File: config.mk
export PLATFORM = sky130hd
export DESIGN_NAME = midi_track_event_parser_flat
export DESIGN_NICKNAME = d
export VERILOG_FILES = /design/src/rtl/mtep_pkg.sv /design/src/rtl/mtep_if.sv /design/src/rtl/midi_track_event_parser.sv /design/src/rtl/mtep_core.sv /design/src/flat_wrapper.sv
export SDC_FILE = /design/constraint.sdc
export NUM_CORES = 1
export LEC_CHECK = 0
export BUFFER_PORTS_ARGS = -buffer_cell sky130_fd_sc_hd__buf_2
export CAP_MARGIN = 20
export CORE_ASPECT_RATIO = 0.7
export CORE_MARGIN = 2
export CORE_UTILIZATION = 40
export CTS_BUF_LIST = sky130_fd_sc_hd__clkbuf_4 sky130_fd_sc_hd__clkbuf_8
export CTS_CLUSTER_SIZE = 30
export DETAILED_ROUTE_END_ITERATION = 10
export PLACE_DENSITY_LB_ADDON = 0.2
export SLEW_MARGIN = 20
export SYNTH_ARGS = -nofsm -noshare
export SYNTH_HDL_FRONTEND = slang
export SYNTH_HIERARCHICAL = 1
export SYNTH_SLANG_ARGS = --single-unit
File: constraint.sdc
create_clock -name clk -period 12.3 [get_ports clk]
set_input_delay 1.845 -clock clk [delete_from_list [all_inputs] [get_ports clk]]
set_output_delay 1.845 -clock clk [all_outputs]
set_load 0.03 [all_outputs]
File: src/rtl/mtep_pkg.sv
// Shared types and constants of the MIDI track event parser.
package mtep_pkg;

  typedef logic [3:0] kind_t;

  // Result kinds
  localparam kind_t KIND_NOTEOFF      = 4'd0;
  localparam kind_t KIND_NOTEON       = 4'd1;
  localparam kind_t KIND_POLYPRESSURE = 4'd2;
  localparam kind_t KIND_CONTROL      = 4'd3;
  localparam kind_t KIND_PROGRAM      = 4'd4;
  localparam kind_t KIND_CHANPRESSURE = 4'd5;
  localparam kind_t KIND_BEND         = 4'd6;
  localparam kind_t KIND_METAHDR      = 4'd7;
  localparam kind_t KIND_METABYTE     = 4'd8;
  localparam kind_t KIND_SYSEXHDR     = 4'd9;
  localparam kind_t KIND_SYSEXBYTE    = 4'd10;
  localparam kind_t KIND_ENDTRACK     = 4'd11;

  // Running status code for "no channel event in force"
  localparam logic [2:0] RUN_NONE = 3'd7;

  // Status and meta codes
  localparam logic [7:0] STATUS_META    = 8'hFF;
  localparam logic [7:0] STATUS_SYSEX   = 8'hF0;
  localparam logic [7:0] STATUS_ESCAPE  = 8'hF7;
  localparam logic [7:0] STATUS_SYSTEM  = 8'hF0;
  localparam logic [7:0] META_END_TRACK = 8'h2F;
  localparam logic [6:0] SEVEN_BITS     = 7'b1111111;

  localparam int unsigned TIME_W = 28;

  typedef struct packed {
    kind_t              kind;
    logic [TIME_W-1:0]  delta_time;
    logic [3:0]         channel;
    logic [7:0]         data1;
    logic [7:0]         data2;
    logic [13:0]        bend;
    logic [7:0]         meta_type;
    logic [TIME_W-1:0]  length;
    logic [7:0]         payload_byte;
    logic               last;
  } mtep_result_t;

endpackage

File: src/rtl/mtep_if.sv
// Handshake channels of the MIDI track event parser: byte input and event result.
interface mtep_byte_if import mtep_pkg::*; ();
  logic       valid;
  logic       ready;
  logic [7:0] byte_req;

  modport source (output valid, output byte_req, input ready);
  modport sink   (input valid, input byte_req, output ready);
endinterface

interface mtep_event_if import mtep_pkg::*; ();
  logic              valid;
  logic              ready;
  kind_t             kind;
  logic [TIME_W-1:0] delta_time;
  logic [3:0]        channel;
  logic [7:0]        data1;
  logic [7:0]        data2;
  logic [13:0]       bend;
  logic [7:0]        meta_type;
  logic [TIME_W-1:0] length;
  logic [7:0]        payload_byte;
  logic              last;

  modport source (output valid, output kind, output delta_time, output channel,
                  output data1, output data2, output bend, output meta_type,
                  output length, output payload_byte, output last, input ready);
  modport sink   (input valid, input kind, input delta_time, input channel,
                  input data1, input data2, input bend, input meta_type,
                  input length, input payload_byte, input last, output ready);
endinterface

File: src/rtl/midi_track_event_parser.sv
// MIDI track event parser top level: input byte register, parser, result register.
// A byte accepted on in_ch is held in the input byte register; its result is registered into out_ch.
// One byte per cycle while the result register has room; parser state advances on each taken byte.
// A full result register stalls the input stage only for bytes that give a result.
// Reset: synchronous, active low; parser waits for a delta time, no running status.
module midi_track_event_parser import mtep_pkg::*; #(
  parameter int unsigned VLQ_BITS = 28
) (
  input  logic                clk,
  input  logic                rst_n,
  mtep_byte_if.sink           in_ch,
  mtep_event_if.source        out_ch
);

  logic         stg_valid_r;
  logic [7:0]   stg_byte_r;
  logic         out_valid_r;
  mtep_result_t out_res_r;

  logic         core_res_valid;
  mtep_result_t core_res;
  logic         out_free;
  logic         core_take;
  logic         in_beat;

  assign out_free  = ~out_valid_r | out_ch.ready;
  assign core_take = stg_valid_r & (~core_res_valid | out_free);
  assign in_ch.ready = ~stg_valid_r | core_take;
  assign in_beat   = in_ch.valid & in_ch.ready;

  mtep_core #(
    .VLQ_BITS (VLQ_BITS)
  ) u_core (
    .clk       (clk),
    .rst_n     (rst_n),
    .take      (core_take),
    .byte_in   (stg_byte_r),
    .res_valid (core_res_valid),
    .res       (core_res)
  );

  // Hold the input beat until the parser takes it
  always_ff @(posedge clk) begin
    if (!rst_n) begin
      stg_valid_r <= 1'b0;
    end else if (in_beat) begin
      stg_valid_r <= 1'b1;
    end else if (core_take) begin
      stg_valid_r <= 1'b0;
    end
  end

  always_ff @(posedge clk) begin
    if (in_beat) begin
      stg_byte_r <= in_ch.byte_req;
    end
  end

  // Load a result beat; drop it once taken
  always_ff @(posedge clk) begin
    if (!rst_n) begin
      out_valid_r <= 1'b0;
    end else if (core_take && core_res_valid) begin
      out_valid_r <= 1'b1;
    end else if (out_ch.ready) begin
      out_valid_r <= 1'b0;
    end
  end

  always_ff @(posedge clk) begin
    if (core_take && core_res_valid) begin
      out_res_r <= core_res;
    end
  end

  assign out_ch.valid        = out_valid_r;
  assign out_ch.kind         = out_res_r.kind;
  assign out_ch.delta_time   = out_res_r.delta_time;
  assign out_ch.channel      = out_res_r.channel;
  assign out_ch.data1        = out_res_r.data1;
  assign out_ch.data2        = out_res_r.data2;
  assign out_ch.bend         = out_res_r.bend;
  assign out_ch.meta_type    = out_res_r.meta_type;
  assign out_ch.length       = out_res_r.length;
  assign out_ch.payload_byte = out_res_r.payload_byte;
  assign out_ch.last         = out_res_r.last;

endmodule

File: src/rtl/mtep_core.sv
// Parser state machine: consumes one track byte per take and forms its result.
module mtep_core import mtep_pkg::*; #(
  parameter int unsigned VLQ_BITS = 28
) (
  input  logic         clk,
  input  logic         rst_n,
  input  logic         take,
  input  logic [7:0]   byte_in,
  output logic         res_valid,
  output mtep_result_t res
);

  typedef enum logic [3:0] {
    PH_DELTA,
    PH_STATUS,
    PH_META_TYPE,
    PH_META_LEN,
    PH_SYSEX_LEN,
    PH_META_PAY,
    PH_SYSEX_PAY,
    PH_DATA1,
    PH_DATA2,
    PH_HALT
  } phase_t;

  phase_t              phase_r, phase_nxt;
  logic [VLQ_BITS-1:0] vlq_accum_r, vlq_accum_nxt;
  logic [VLQ_BITS-1:0] held_delta_r, held_delta_nxt;
  logic [2:0]          pending_kind_r, pending_kind_nxt;
  logic [3:0]          pending_channel_r, pending_channel_nxt;
  logic [7:0]          first_data_r, first_data_nxt;
  logic [2:0]          running_kind_r, running_kind_nxt;
  logic [3:0]          running_channel_r, running_channel_nxt;
  logic [7:0]          held_meta_type_r, held_meta_type_nxt;
  logic [VLQ_BITS-1:0] bytes_left_r, bytes_left_nxt;

  logic [VLQ_BITS-1:0]        vlq_shift;
  logic [VLQ_BITS-1:0]        bytes_dec;
  logic [VLQ_BITS+TIME_W-1:0] delta_ext;
  logic [VLQ_BITS+TIME_W-1:0] len_ext;
  logic [TIME_W-1:0]          delta_out;
  logic [TIME_W-1:0]          len_out;
  logic                       vlq_end;
  logic                       len_zero;

  // Shift the next seven bits into the variable-length number
  assign vlq_shift = {vlq_accum_r[VLQ_BITS-8:0], byte_in[6:0]};
  assign vlq_end   = ~byte_in[7];
  assign len_zero  = (vlq_shift == '0);
  assign bytes_dec = (bytes_left_r != '0) ? bytes_left_r - 1'b1 : bytes_left_r;

  // Fit the kept bits to the fixed result width
  assign delta_ext = {{TIME_W{1'b0}}, held_delta_r};
  assign len_ext   = {{TIME_W{1'b0}}, vlq_shift};
  assign delta_out = delta_ext[TIME_W-1:0];
  assign len_out   = len_ext[TIME_W-1:0];

  // Next state and result of the current byte
  always_comb begin
    phase_nxt           = phase_r;
    vlq_accum_nxt       = vlq_accum_r;
    held_delta_nxt      = held_delta_r;
    pending_kind_nxt    = pending_kind_r;
    pending_channel_nxt = pending_channel_r;
    first_data_nxt      = first_data_r;
    running_kind_nxt    = running_kind_r;
    running_channel_nxt = running_channel_r;
    held_meta_type_nxt  = held_meta_type_r;
    bytes_left_nxt      = bytes_left_r;
    res_valid           = 1'b0;
    res                 = '0;
    res.delta_time      = delta_out;

    unique case (phase_r)
      PH_DELTA: begin
        if (vlq_end) begin
          held_delta_nxt = vlq_shift;
          vlq_accum_nxt  = '0;
          phase_nxt      = PH_STATUS;
        end else begin
          vlq_accum_nxt = vlq_shift;
        end
      end
      PH_STATUS: begin
        if (!byte_in[7]) begin
          // Running status: this byte is the first data byte
          if (running_kind_r == RUN_NONE) begin
            phase_nxt = PH_DELTA;
          end else begin
            pending_kind_nxt    = running_kind_r;
            pending_channel_nxt = running_channel_r;
            first_data_nxt      = byte_in;
            if (running_kind_r == KIND_PROGRAM[2:0] ||
                running_kind_r == KIND_CHANPRESSURE[2:0]) begin
              res_valid   = 1'b1;
              res.kind    = {1'b0, running_kind_r};
              res.channel = running_channel_r;
              res.data1   = byte_in;
              res.last    = 1'b1;
              phase_nxt   = PH_DELTA;
            end else begin
              phase_nxt = PH_DATA2;
            end
          end
        end else if (byte_in < STATUS_SYSTEM) begin
          pending_kind_nxt    = byte_in[6:4];
          pending_channel_nxt = byte_in[3:0];
          running_kind_nxt    = byte_in[6:4];
          running_channel_nxt = byte_in[3:0];
          phase_nxt           = PH_DATA1;
        end else if (byte_in == STATUS_META) begin
          running_kind_nxt = RUN_NONE;
          phase_nxt        = PH_META_TYPE;
        end else if (byte_in == STATUS_SYSEX || byte_in == STATUS_ESCAPE) begin
          running_kind_nxt = RUN_NONE;
          vlq_accum_nxt    = '0;
          phase_nxt        = PH_SYSEX_LEN;
        end else begin
          // Other system status: skip, keep running status
          phase_nxt = PH_DELTA;
        end
      end
      PH_DATA1: begin
        first_data_nxt = byte_in;
        if (pending_kind_r == KIND_PROGRAM[2:0] ||
            pending_kind_r == KIND_CHANPRESSURE[2:0]) begin
          res_valid   = 1'b1;
          res.kind    = {1'b0, pending_kind_r};
          res.channel = pending_channel_r;
          res.data1   = byte_in;
          res.last    = 1'b1;
          phase_nxt   = PH_DELTA;
        end else begin
          phase_nxt = PH_DATA2;
        end
      end
      PH_DATA2: begin
        res_valid   = 1'b1;
        res.kind    = {1'b0, pending_kind_r};
        res.channel = pending_channel_r;
        res.data1   = first_data_r;
        res.data2   = byte_in;
        res.last    = 1'b1;
        if (pending_kind_r == KIND_BEND[2:0]) begin
          res.bend = {byte_in[6:0] & SEVEN_BITS, first_data_r[6:0] & SEVEN_BITS};
        end
        phase_nxt = PH_DELTA;
      end
      PH_META_TYPE: begin
        held_meta_type_nxt = byte_in;
        vlq_accum_nxt      = '0;
        phase_nxt          = PH_META_LEN;
      end
      PH_META_LEN, PH_SYSEX_LEN: begin
        if (!vlq_end) begin
          vlq_accum_nxt = vlq_shift;
        end else begin
          vlq_accum_nxt = '0;
          res_valid     = 1'b1;
          res.length    = len_out;
          if (phase_r == PH_META_LEN && held_meta_type_r == META_END_TRACK) begin
            res.kind      = KIND_ENDTRACK;
            res.meta_type = held_meta_type_r;
            res.last      = 1'b1;
            phase_nxt     = PH_HALT;
          end else begin
            bytes_left_nxt = vlq_shift;
            res.last       = len_zero;
            if (phase_r == PH_META_LEN) begin
              res.kind      = KIND_METAHDR;
              res.meta_type = held_meta_type_r;
              phase_nxt     = len_zero ? PH_DELTA : PH_META_PAY;
            end else begin
              res.kind  = KIND_SYSEXHDR;
              phase_nxt = len_zero ? PH_DELTA : PH_SYSEX_PAY;
            end
          end
        end
      end
      PH_META_PAY, PH_SYSEX_PAY: begin
        bytes_left_nxt   = bytes_dec;
        res_valid        = 1'b1;
        res.payload_byte = byte_in;
        res.last         = (bytes_dec == '0);
        if (phase_r == PH_META_PAY) begin
          res.kind      = KIND_METABYTE;
          res.meta_type = held_meta_type_r;
        end else begin
          res.kind = KIND_SYSEXBYTE;
        end
        if (bytes_dec == '0) begin
          phase_nxt = PH_DELTA;
        end
      end
      PH_HALT: begin
        // Track ended: drop everything until reset
      end
      default: begin
        phase_nxt = PH_DELTA;
      end
    endcase
  end

  // Hold parser state; advance on each taken byte
  always_ff @(posedge clk) begin
    if (!rst_n) begin
      phase_r           <= PH_DELTA;
      vlq_accum_r       <= '0;
      held_delta_r      <= '0;
      pending_kind_r    <= '0;
      pending_channel_r <= '0;
      first_data_r      <= '0;
      running_kind_r    <= RUN_NONE;
      running_channel_r <= '0;
      held_meta_type_r  <= '0;
      bytes_left_r      <= '0;
    end else if (take) begin
      phase_r           <= phase_nxt;
      vlq_accum_r       <= vlq_accum_nxt;
      held_delta_r      <= held_delta_nxt;
      pending_kind_r    <= pending_kind_nxt;
      pending_channel_r <= pending_channel_nxt;
      first_data_r      <= first_data_nxt;
      running_kind_r    <= running_kind_nxt;
      running_channel_r <= running_channel_nxt;
      held_meta_type_r  <= held_meta_type_nxt;
      bytes_left_r      <= bytes_left_nxt;
    end
  end

endmodule
File: src/flat_wrapper.sv
// flat-port wrapper written by rule: the top's interface ports become plain ports
module midi_track_event_parser_flat import mtep_pkg::*;
#(
  parameter int unsigned VLQ_BITS = 28
)
  (clk, rst_n, in_ch_valid, in_ch_byte_req, in_ch_ready, out_ch_valid, out_ch_kind, out_ch_delta_time, out_ch_channel, out_ch_data1, out_ch_data2, out_ch_bend, out_ch_meta_type, out_ch_length, out_ch_payload_byte, out_ch_last, out_ch_ready);
  mtep_byte_if in_ch_i ();
  mtep_event_if out_ch_i ();
  input  logic clk;
  input  logic rst_n;
  input wire logic [$bits(in_ch_i.valid)-1:0] in_ch_valid;
  input wire logic [$bits(in_ch_i.byte_req)-1:0] in_ch_byte_req;
  output wire logic [$bits(in_ch_i.ready)-1:0] in_ch_ready;
  output wire logic [$bits(out_ch_i.valid)-1:0] out_ch_valid;
  output wire logic [$bits(out_ch_i.kind)-1:0] out_ch_kind;
  output wire logic [$bits(out_ch_i.delta_time)-1:0] out_ch_delta_time;
  output wire logic [$bits(out_ch_i.channel)-1:0] out_ch_channel;
  output wire logic [$bits(out_ch_i.data1)-1:0] out_ch_data1;
  output wire logic [$bits(out_ch_i.data2)-1:0] out_ch_data2;
  output wire logic [$bits(out_ch_i.bend)-1:0] out_ch_bend;
  output wire logic [$bits(out_ch_i.meta_type)-1:0] out_ch_meta_type;
  output wire logic [$bits(out_ch_i.length)-1:0] out_ch_length;
  output wire logic [$bits(out_ch_i.payload_byte)-1:0] out_ch_payload_byte;
  output wire logic [$bits(out_ch_i.last)-1:0] out_ch_last;
  input wire logic [$bits(out_ch_i.ready)-1:0] out_ch_ready;
  assign in_ch_i.valid = in_ch_valid;
  assign in_ch_i.byte_req = in_ch_byte_req;
  assign in_ch_ready = in_ch_i.ready;
  assign out_ch_valid = out_ch_i.valid;
  assign out_ch_kind = out_ch_i.kind;
  assign out_ch_delta_time = out_ch_i.delta_time;
  assign out_ch_channel = out_ch_i.channel;
  assign out_ch_data1 = out_ch_i.data1;
  assign out_ch_data2 = out_ch_i.data2;
  assign out_ch_bend = out_ch_i.bend;
  assign out_ch_meta_type = out_ch_i.meta_type;
  assign out_ch_length = out_ch_i.length;
  assign out_ch_payload_byte = out_ch_i.payload_byte;
  assign out_ch_last = out_ch_i.last;
  assign out_ch_i.ready = out_ch_ready;
  midi_track_event_parser #(.VLQ_BITS(VLQ_BITS)) u_core (.clk(clk), .rst_n(rst_n), .in_ch(in_ch_i), .out_ch(out_ch_i));
endmodule
# --- Yosys cells after proc, flatten, opt, wreduce, memory -nomap -nowiden ---
# Index checks and enable logic that the tools add are counted.
# W data, S select, Z words.
word_totals:
  regBits: 232
  in_bits: 12
  out_inout_bits: 113
  wordCells: 166
op_classes:
  add_sub_neg: 1
  magnitude_cmp: 1
  n_eq_ne: 31
  mux: 69
  bitwise: 11
  reduce_logical: 30
ops:
  columns: ["cell", "count"]
  rows:
  - ["$mux W21", 5]
  - ["$mux W28", 3]
  - ["$mux W4", 16]
  - ["$pmux W21 S3", 1]
  - ["$logic_not A28 Y1", 2]
  - ["$pmux W28 S2", 1]
  - ["$mux W12", 4]
  - ["$mux W3", 14]
  - ["$mux W8", 5]
  - ["$mux W36", 1]
  - ["$pmux W12 S3", 1]
  - ["$pmux W8 S2", 2]
  - ["$pmux W4 S7", 1]
  - ["$reduce_bool A28 Y1", 1]
  - ["$sub A28 B1 Y28 const B", 1]
  - ["$eq A8 B8 Y1 const B", 3]
  - ["$ne A2 B2 Y1 const B", 10]
  - ["$pmux W4 S5", 1]
  - ["$reduce_and A4 Y1", 5]
  - ["$eq A3 B3 Y1 const B", 6]
  - ["$eq A4 B3 Y1 const B", 4]
  - ["$mux W1", 11]
  - ["$eq A4 B2 Y1 const B", 2]
  - ["$eq A4 B4 Y1 const B", 2]
  - ["other kinds (21)", 41]

# --- Longest topological paths before layout ---
# Gate-level depths: netlist (run 1).
logic_depth:
  word_depth: 12
  ltp_mapped: 15
  depth_no_buf: 11

# --- By module ---
# Netlist (run 1), hierarchy kept.
by_module_without_submodules:
  columns: ["module", "instances", "cells_per_inst", "area_per_inst_um2", "seq_area_each_um2"]
  rows:
  - ["mtep_core", 1, 842, 6333.6, 2222.1]
  - ["midi_track_event_parser", 1, 131, 3691.0, 3613.5]

# --- Worst setup path before layout (run 1) ---
# OpenSTA, ideal clock, no wires.
synth_timing:
  path_kind: "reg-to-reg"
  start: "reg u_core.u_core.phase_r[1]"
  end: "reg u_core.out_res_r, in the netlist u_core/out_ch.bend[0] (enable)"
  setup_time_ns: 0.582
  arrival_time_ns: 6.688
  required_ns: 11.718
  setup_slack_ns: 5.031
  path_stages_with_launch: 11
  synth_period_minus_slack_ns: 7.269
  path_cell_list: "dfxtp_1 clkbuf_1 nor2_1 nand3_1 nor3b_1 nand2b_1 clkbuf_1 nor2_1 nand3_1 nand2_1 nor2_1"
synth_between:
  elab_chain_len: 7
  word_cells_on_any_way: 14
synth_rtl:
  columns: ["item", "line_no", "text"]
  rows:
  - ["start, declared", "mtep_core.sv:26", "phase_t phase_r, phase_nxt;"]
  - ["start signal, assigned", "mtep_core.sv:218", "phase_r <= phase_nxt;"]
  - ["$eq A4 B3 Y1 (tied with other cells)", "mtep_core.sv:74", "unique case (phase_r)"]
  - ["$reduce_or A3 Y1 (no line) / $reduce_or A2 Y1 (equally long branches)", null, null]
  - ["$pmux W1 S4 *", "mtep_core.sv:74", null]
  - ["named net u_core.core_res_valid", "midi_track_event_parser.sv:20", "logic core_res_valid;"]
  - ["$not A1 Y1", "midi_track_event_parser.sv:27", "assign core_take = stg_valid_r & (~core_res_valid | out_free);"]
  - ["$or A1 B1 Y1", "midi_track_event_parser.sv:27", null]
  - ["$and A1 B1 Y1", "midi_track_event_parser.sv:27", null]
  - ["$logic_and A1 B1 Y1 *", "midi_track_event_parser.sv:71", "if (core_take && core_res_valid) begin"]
  - ["end signal, assigned", "midi_track_event_parser.sv:72", "out_res_r <= core_res;"]
  - ["end, declared", "midi_track_event_parser.sv:18", "mtep_result_t out_res_r;"]
# Mark *: on every way through the listed nets, which the timed path passes. The rest lies on a longest branch.
# A chain may end at the register's enable or synchronous reset.

# --- Worst setup path in the final report (run 1) ---
layout_timing:
  start: "reg u_core.u_core.phase_r[0]"
  end: "out in_ch_ready"
layout_between:
  elab_chain_len: 7
  word_cells_on_any_way: 14
layout_rtl:
  columns: ["item", "line_no", "text"]
  rows:
  - ["$eq A4 B3 Y1 (tied with other cells)", "mtep_core.sv:74", null]
  - ["$reduce_or A3 Y1 (no line) / $reduce_or A2 Y1 (equally long branches)", null, null]
  - ["$pmux W1 S4 *", "mtep_core.sv:74", null]
  - ["named net u_core.core_res_valid", "midi_track_event_parser.sv:20", null]
  - ["$not A1 Y1 *", "midi_track_event_parser.sv:27", null]
  - ["$or A1 B1 Y1 *", "midi_track_event_parser.sv:27", null]
  - ["$and A1 B1 Y1 *", "midi_track_event_parser.sv:27", null]
  - ["$or A1 B1 Y1 *", "midi_track_event_parser.sv:28", "assign in_ch.ready = ~stg_valid_r | core_take;"]
  - ["end, declared", "flat_wrapper.sv:13", "output wire logic [$bits(in_ch_i.ready)-1:0] in_ch_ready;"]
# Marks and branches as above.

==> impl_metrics.tcl, run 1 <==
set metrics [dict create \
    synth-async-reset-ratio_pct 0 \
    ant_nets 0 \
    yosys.cell_types.count 79 \
    globalplace.congestion 0.862 \
    avgSynthCellArea_um2 10.3 \
    layout.nets 1092 \
    syn-num-nets 987 \
    path_clk_slew_ns 0.06 \
    grt_util_all_layers_pct 19.9 \
    worst_hold_path.num_cells 0 \
    fin_skew_ns 0.0252 \
    yosys_most_used_dff "sky130_fd_sc_hd__edfxtp_1" \
    sequential_cell_area_fraction_in_the_yosys_report_pct 58.2 \
    number_of_global_route_vias_before_repair 6914 \
    tritoncts "done" \
    final_hold_viol_count 0 \
    grt_pass1_wl_um 41400 \
    finalCriticalPeriod_ns 5.25 \
    p_leak_nw 4.44 \
    synthCells 973 \
    finalCritPeriodShare_pct 42.7 \
    die-width_um 193 \
    r2r_end "u_core/u_core/vlq_accum_r[15]" \
    placementRows 48 \
    area_delta_synth_final_pct 16.1 \
    regToRegSetupSlack_ns 7.68 \
    post_cts.resized_instances 0 \
    final_routed_drc_violation_total 0 \
    antennaDiodeCount 0 \
    grt_setup_unrepaired "false" \
    drtIter0Drc 665 \
    post_dp_cell_area_um2 10900 \
    grt_antenna_before_repair 0 \
    setup_viol 0 \
    criticalPathCategory "flip-flop to primary output" \
    clock_latency_reported_for_the_late_side_of_the_worst_skew_pair_ns 0.54 \
    drv_slew 0 \
    max-vdd-ir-drop_v 0.0000731 \
    hold_buffers 0 \
    power.density_nw_per_um2 142 \
    detail_route.wirelength.met1_um 13900 \
    floorplan.die.height_um 136 \
    grt_start_max_net_pins 76 \
    maxCapViolations 0 \
    via_count 7744 \
    htree_num_levels 2 \
    cts_max_path_buffers 3 \
    tightestPinTransition_ns 1.06 \
    timing.critical_path.fanout_max 12 \
    stdcell_area_um2 11600 \
    drive_gt1_share_pct 20.0 \
    routed_wl_um 26400 \
    min_from "u_core/u_core/delta_out[2]" \
    synthesized_flop_and_latch_total 232 \
    die_footprint_um2 26400 \
    kind_of_start_point_of_the_critical_path "flip-flop" \
    synth_warnings 6 \
    status "finished, final reports clean" \
    post_cts_buffers 0 \
    core_um2 24600 \
    routedWlPerCell_um 18.4 \
    max_freq_ghz 0.190 \
    sum_neg_setup_slack_ns 0 \
    arrival_ns 3.41 \
    mostFrequentLayoutCells "sky130_fd_sc_hd__buf_2, sky130_fd_sc_hd__edfxtp_1, sky130_fd_sc_hd__dfxtp_1" \
    whs_endpoint "u_core/out_ch.delta_time[2]" \
    place.port_buffers 124 \
    timing.slew.headroom_pct 29.1 \
    number_of_cts_inserted_buffers 37 \
    layout.cells.most_common "sky130_fd_sc_hd__buf_2" \
    grt-ovfl-total 0 \
    syn_area_um2 10000 \
    synth-edff-count 119 \
    hold_path_class "flip-flop to flip-flop" \
    worstPathRequired_ns 10.45 \
    worst_r2r_path_depth 12 \
    dp.final_hpwl_um 17200 \
    clk_root_buffer_cell "sky130_fd_sc_hd__clkbuf_8" \
    route.detailed.vias_per_inst 5.42 \
    drt_first_pass_iters 5 \
    io-pin-count 125 \
    met3_length_um 1990 \
    maxUsedRoutingLayer "met4" \
    r2r_start "u_core/stg_byte_r[7]" \
    floorplan.initialDensity_pct 40.7 \
    setup.worst_path.end_class "primary output" \
    tritoncts_num_sinks 232 \
    met2RoutedLength_um 10100 \
]
## cell usage after synthesis (all sizes together) (3+ instances only)
cell,number,area [µm²]
xor2,4,35.0
nand3,17,90.1
clkbuf,63,236
nand4,6,37.5
nor3,17,101
dfxtp,113,2260
o211ai,3,22.5
o22ai,4,25.0
xnor2,3,26.3
or4,7,67.6
and3,7,43.8
a21boi,3,22.5
or2,3,18.8
nor4,20,131
o31ai,6,45.0
a22oi,29,218
mux2i,31,310
nand2,104,390
a211oi,14,110
and4,3,26.3
inv,6,22.5
a31oi,8,50.1
nor2,116,440
a21oi,70,350
and2,70,438
or3,10,62.6
nor2b,6,37.5
a22o,14,123
nand2b,8,50.1
nor3b,3,22.5
o21ai,35,179
buf,8,53.8
edfxtp,119,3570
nand3b,5,37.5
## worst max path at each step
| stage | from | endpoint | slack [ns] | depth (start not counted) |
|---|---|---|---|---|
| 6_report | u_core/u_core/phase_r[0] | in_ch_ready | 7.05 | 8 |
| 4_1_cts | u_core/u_core/phase_r[0] | in_ch_ready | 7.03 | 8 |
| 3_3_place_gp | u_core/stg_byte_r[7] | u_core/u_core/vlq_accum_r[8] | 7.49 | 12 |
| 3_5_place_dp | u_core/u_core/phase_r[0] | in_ch_ready | 7.63 | 8 |
| 5_1_grt | u_core/u_core/phase_r[0] | in_ch_ready | 6.71 | 8 |
| 2_1_floorplan | u_core/u_core/phase_r[1] | u_core/out_ch.bend[0] | 5.03 | 10 |
## power by group
part / internal [mW] / switching (mW)
Combinational: 0.0422 / 0.0906
Clock: 0.374 / 0.301
Sequential: 0.821 / 0.0197
Total: 1.24 / 0.412
## area by class of cell
cell class                 instances  area [µm²]
clock buffer                      61         727
clock inverter                     5        35.0
fill                            2351       13000
inverter                           7        26.3
multi-input combinational        663        3890
sequential                       232        5840
tap                              325         407
timing repair buffer             137         718
## sequential cells by signal (all words and copies together) (netlist names)
register and count:
u_core/u_core/bytes_left_r 28, u_core/out_ch.data2 8, u_core/u_core/running_kind_r 3, u_core/out_ch.delta_time 28, u_core/out_ch.data1 8, u_core/out_ch.last 1
u_core/out_ch.length 28, u_core/out_ch.bend 14, u_core/u_core/delta_out 28, u_core/u_core/running_channel_r 4, u_core/u_core/pending_channel_r 4, u_core/out_ch.meta_type 8
u_core/out_ch.payload_byte 8, u_core/out_ch.kind 4, u_core/u_core/first_data_r 8, u_core/u_core/vlq_accum_r 21, u_core/out_ch.valid 1, u_core/u_core/pending_kind_r 3
u_core/stg_byte_r 8, u_core/stg_valid_r 1, u_core/out_ch.channel 4, u_core/u_core/held_meta_type_r 8, u_core/u_core/phase_r 4
## worst max-delay path: stages, from the launching register on
cell                       delay, ns
sky130_fd_sc_hd__dfxtp_1        0.60
sky130_fd_sc_hd__nor2b_1        0.34
sky130_fd_sc_hd__nand3_1        0.19
sky130_fd_sc_hd__nor3b_1        0.64
sky130_fd_sc_hd__nand2b_1       0.45
sky130_fd_sc_hd__nor2_1         0.12
sky130_fd_sc_hd__nand3_1        0.21
sky130_fd_sc_hd__nand4b_4       0.13
sky130_fd_sc_hd__buf_2          0.20
## metal layers
layer | GRT usage, % | vias up
met1 | 32.6 | 3687
met4 | 4.62 | 0
li1 | - | 3738
met5 | 0 | -
met2 | 25.7 | 287
met3 | 4.56 | 32
## cells by family (layout without fill, tap and decap cells)
| family | after synthesis | in the layout | share of synthesized area (%) |
|---|---|---|---|
| simple gates | 410 | 410 | 20.7 |
| flops | 232 | 232 | 58.2 |
| compound gates | 212 | 212 | 13.8 |
| buf+inv | 78 | 210 | 3.16 |
| mux | 31 | 31 | 3.10 |
| xor+xnor | 7 | 7 | 0.612 |
| fa+ha+maj | 3 | 3 | 0.349 |
## metrics by stage
stage          utilization, %  hold WS (ns)  setup WS, ns  power (mW)  instances
6_report                 47.3         0.422          7.05        1.65       1430
5_1_grt                  47.3         0.437          6.71        1.72       1430
4_1_cts                  47.3         0.421          7.03        1.66       1430
3_5_place_dp             44.2         0.415          7.63       0.987       1364
3_3_place_gp             44.2         0.412          7.49       0.986       1364
2_1_floorplan               -         0.408          5.03       0.948        973
Note: power is estimated with default switching activity, not from simulation.
==> inputs of run 2 (changes only) <==
==> constraint.sdc (replaced) <==
create_clock -name clk -period 5.4 [get_ports clk]
set_input_delay 0.81 -clock clk [delete_from_list [all_inputs] [get_ports clk]]
set_output_delay 0.81 -clock clk [all_outputs]
set_load 0.03 [all_outputs]
==> run 2 against run 1 <==
Net effect:
- sequential power is 130% higher
- worst hold slack better by 0.0048 ns
- power is 130% higher
- setup slack worse by 5.9 ns
- sequential share of layout area is 0.64 points lower
- global-route usage is 0.43 points higher
- wire length is 2.6% higher
- clock skew is 0.0054 ns lower
- die area stayed put
- design area is 1.3% higher
==> impl_metrics.tcl, run 2 (synthesis results as in run 1) <==
set metrics [dict create \
    status "finished, final reports clean" \
    route.detailed.vias_per_inst 5.48 \
    max_freq_ghz 0.235 \
    grt_util_all_layers_pct 20.4 \
    grt-ovfl-total 0 \
    fill_cells 2318 \
    core_um2 24600 \
    die_footprint_um2 26400 \
    stdcell_area_um2 11800 \
    timing.slew.headroom_pct 35.0 \
    floorplan.initialDensity_pct 40.7 \
    finalCritPeriodShare_pct 78.7 \
    place.port_buffers 124 \
    hold_buffers 0 \
    finalCriticalPeriod_ns 4.25 \
    grt_start_max_net_pins 75 \
    tritoncts_num_sinks 232 \
    final_routed_drc_violation_total 0 \
    routedWlPerCell_um 18.7 \
    path_clk_slew_ns 0.06 \
    post_cts.resized_instances 0 \
    kind_of_start_point_of_the_critical_path "flip-flop" \
    dp.final_hpwl_um 17600 \
    layout.nets 1102 \
    layout.cells.most_common "sky130_fd_sc_hd__buf_2" \
    fin_skew_ns 0.0197 \
    power_mw 3.86 \
    timing.critical_path.fanout_max 12 \
    max-vdd-ir-drop_v 0.000154 \
    multi_input_area_um2 3890 \
    placementRows 48 \
    drt_first_pass_iters 5 \
    setup_viol 0 \
    mostFrequentLayoutCells "sky130_fd_sc_hd__buf_2, sky130_fd_sc_hd__edfxtp_1, sky130_fd_sc_hd__dfxtp_1, sky130_fd_sc_hd__nor2_1, sky130_fd_sc_hd__nand2_1" \
    arrival_ns 3.44 \
    sum_neg_setup_slack_ns 0 \
    globalplace.congestion 0.922 \
    grt_setup_unrepaired "false" \
    power.density_nw_per_um2 327 \
    cts_max_path_buffers 3 \
    final_hold_viol_count 0 \
    post_cts_buffers 0 \
    io-pin-count 125 \
    setup.worst_path.end_class "primary output" \
    area_delta_synth_final_pct 17.6 \
    clk_root_buffer_cell "sky130_fd_sc_hd__clkbuf_8" \
    post_dp_cell_area_um2 11000 \
    via_count 7909 \
    routed_wl_um 27100 \
    regArea_um2 5840 \
    antennaDiodeCount 0 \
    drive_gt1_share_pct 20.8 \
    p_leak_nw 4.53 \
    drv_slew 0 \
    hold_path_class "flip-flop to flip-flop" \
    grt_antenna_before_repair 0 \
    number_of_global_route_vias_before_repair 7239 \
    clock_latency_reported_for_the_late_side_of_the_worst_skew_pair_ns 0.54 \
    maxCapViolations 0 \
    number_of_cts_inserted_buffers 38 \
    die-width_um 193 \
    criticalPathCategory "flip-flop to primary output" \
    regToRegSetupSlack_ns 1.37 \
    floorplan.die.height_um 136 \
    worstPathRequired_ns 4.59 \
    htree_num_levels 2 \
    grt_pass1_wl_um 42300 \
    tritoncts "done" \
    ant_nets 0 \
    tightestPinTransition_ns 0.968 \
    drtIter0Drc 616 \
]
## run 2: changes by cell type in the layout (fill, tap and decap cells not counted), moves of 2 or more
| cell | change |
|---|---|
| sky130_fd_sc_hd__buf_4 | +7 |
| sky130_fd_sc_hd__buf_12 | +2 |
| sky130_fd_sc_hd__clkbuf_8 | +3 |
| sky130_fd_sc_hd__clkbuf_4 | -2 |
## run 2: final timing paths
| path | start | endpoint | cells after the start |
|---|---|---|---|
| worst max register to register | u_core/u_core/phase_r[0] | u_core/out_ch.delta_time[21] | 9 |
| worst max-delay path | u_core/u_core/phase_r[0] | in_ch_ready | 8 |
| worst min-delay path | u_core/u_core/delta_out[0] | u_core/out_ch.delta_time[0] | 0 |
| worst min register to register | u_core/u_core/delta_out[0] | u_core/out_ch.delta_time[0] | 0 |
## run 2: layout make-up
| type | count | share of cell area, % |
|---|---|---|
| sequential | 232 | 49.5 |
| timing repair buffer | 146 | 6.88 |
| multi-input combinational | 663 | 33.0 |
| clock buffer | 62 | 6.39 |
| clock inverter | 8 | 0.584 |
| tap | 325 | 3.45 |
| inverter | 7 | 0.223 |
## run 2: through the flow
stage / hold WS, ns / utilization, % / worst slack [ns] / instances
detailed placement: 0.416 / 44.5 / 1.41 / 1373
floorplan: 0.408 / - / 0.000147 / 973
finish: 0.427 / 47.9 / 1.15 / 1443
global route: 0.431 / 47.9 / 0.885 / 1443
global placement: 0.412 / 44.5 / 1.58 / 1373
CTS: 0.426 / 47.9 / 1.18 / 1443
## run 2: layer usage
layer  up-vias  share of wire, %  global-route usage [%]  routed length, µm
met5         -                 0                       0                  0
met2       301                39                    26.6              10500
li1       3770                 -                       -                  -
met3        33               8.0                    5.18               2160
met1      3805                52                    32.6              14100
met4         0               1.3                    4.79                351
## run 2: where the power goes
| group | leakage (nW) | total, mW | internal (mW) | switching [mW] |
|---|---|---|---|---|
| Sequential | 2.02 | 1.92 | 1.87 | 0.0462 |
| Clock | 0.435 | 1.63 | 0.933 | 0.696 |
| Combinational | 2.07 | 0.314 | 0.102 | 0.212 |
| Total | 4.53 | 3.86 | 2.90 | 0.954 |
## run 2: critical path, stage by stage (launching register included)
cell,delay [ns]
sky130_fd_sc_hd__dfxtp_1,0.62
sky130_fd_sc_hd__nor2b_1,0.36
sky130_fd_sc_hd__nand3_1,0.21
sky130_fd_sc_hd__nor3b_1,0.63
sky130_fd_sc_hd__nand2b_1,0.43
sky130_fd_sc_hd__nor2_1,0.12
sky130_fd_sc_hd__nand3_1,0.20
sky130_fd_sc_hd__nand4b_4,0.13
sky130_fd_sc_hd__buf_2,0.20
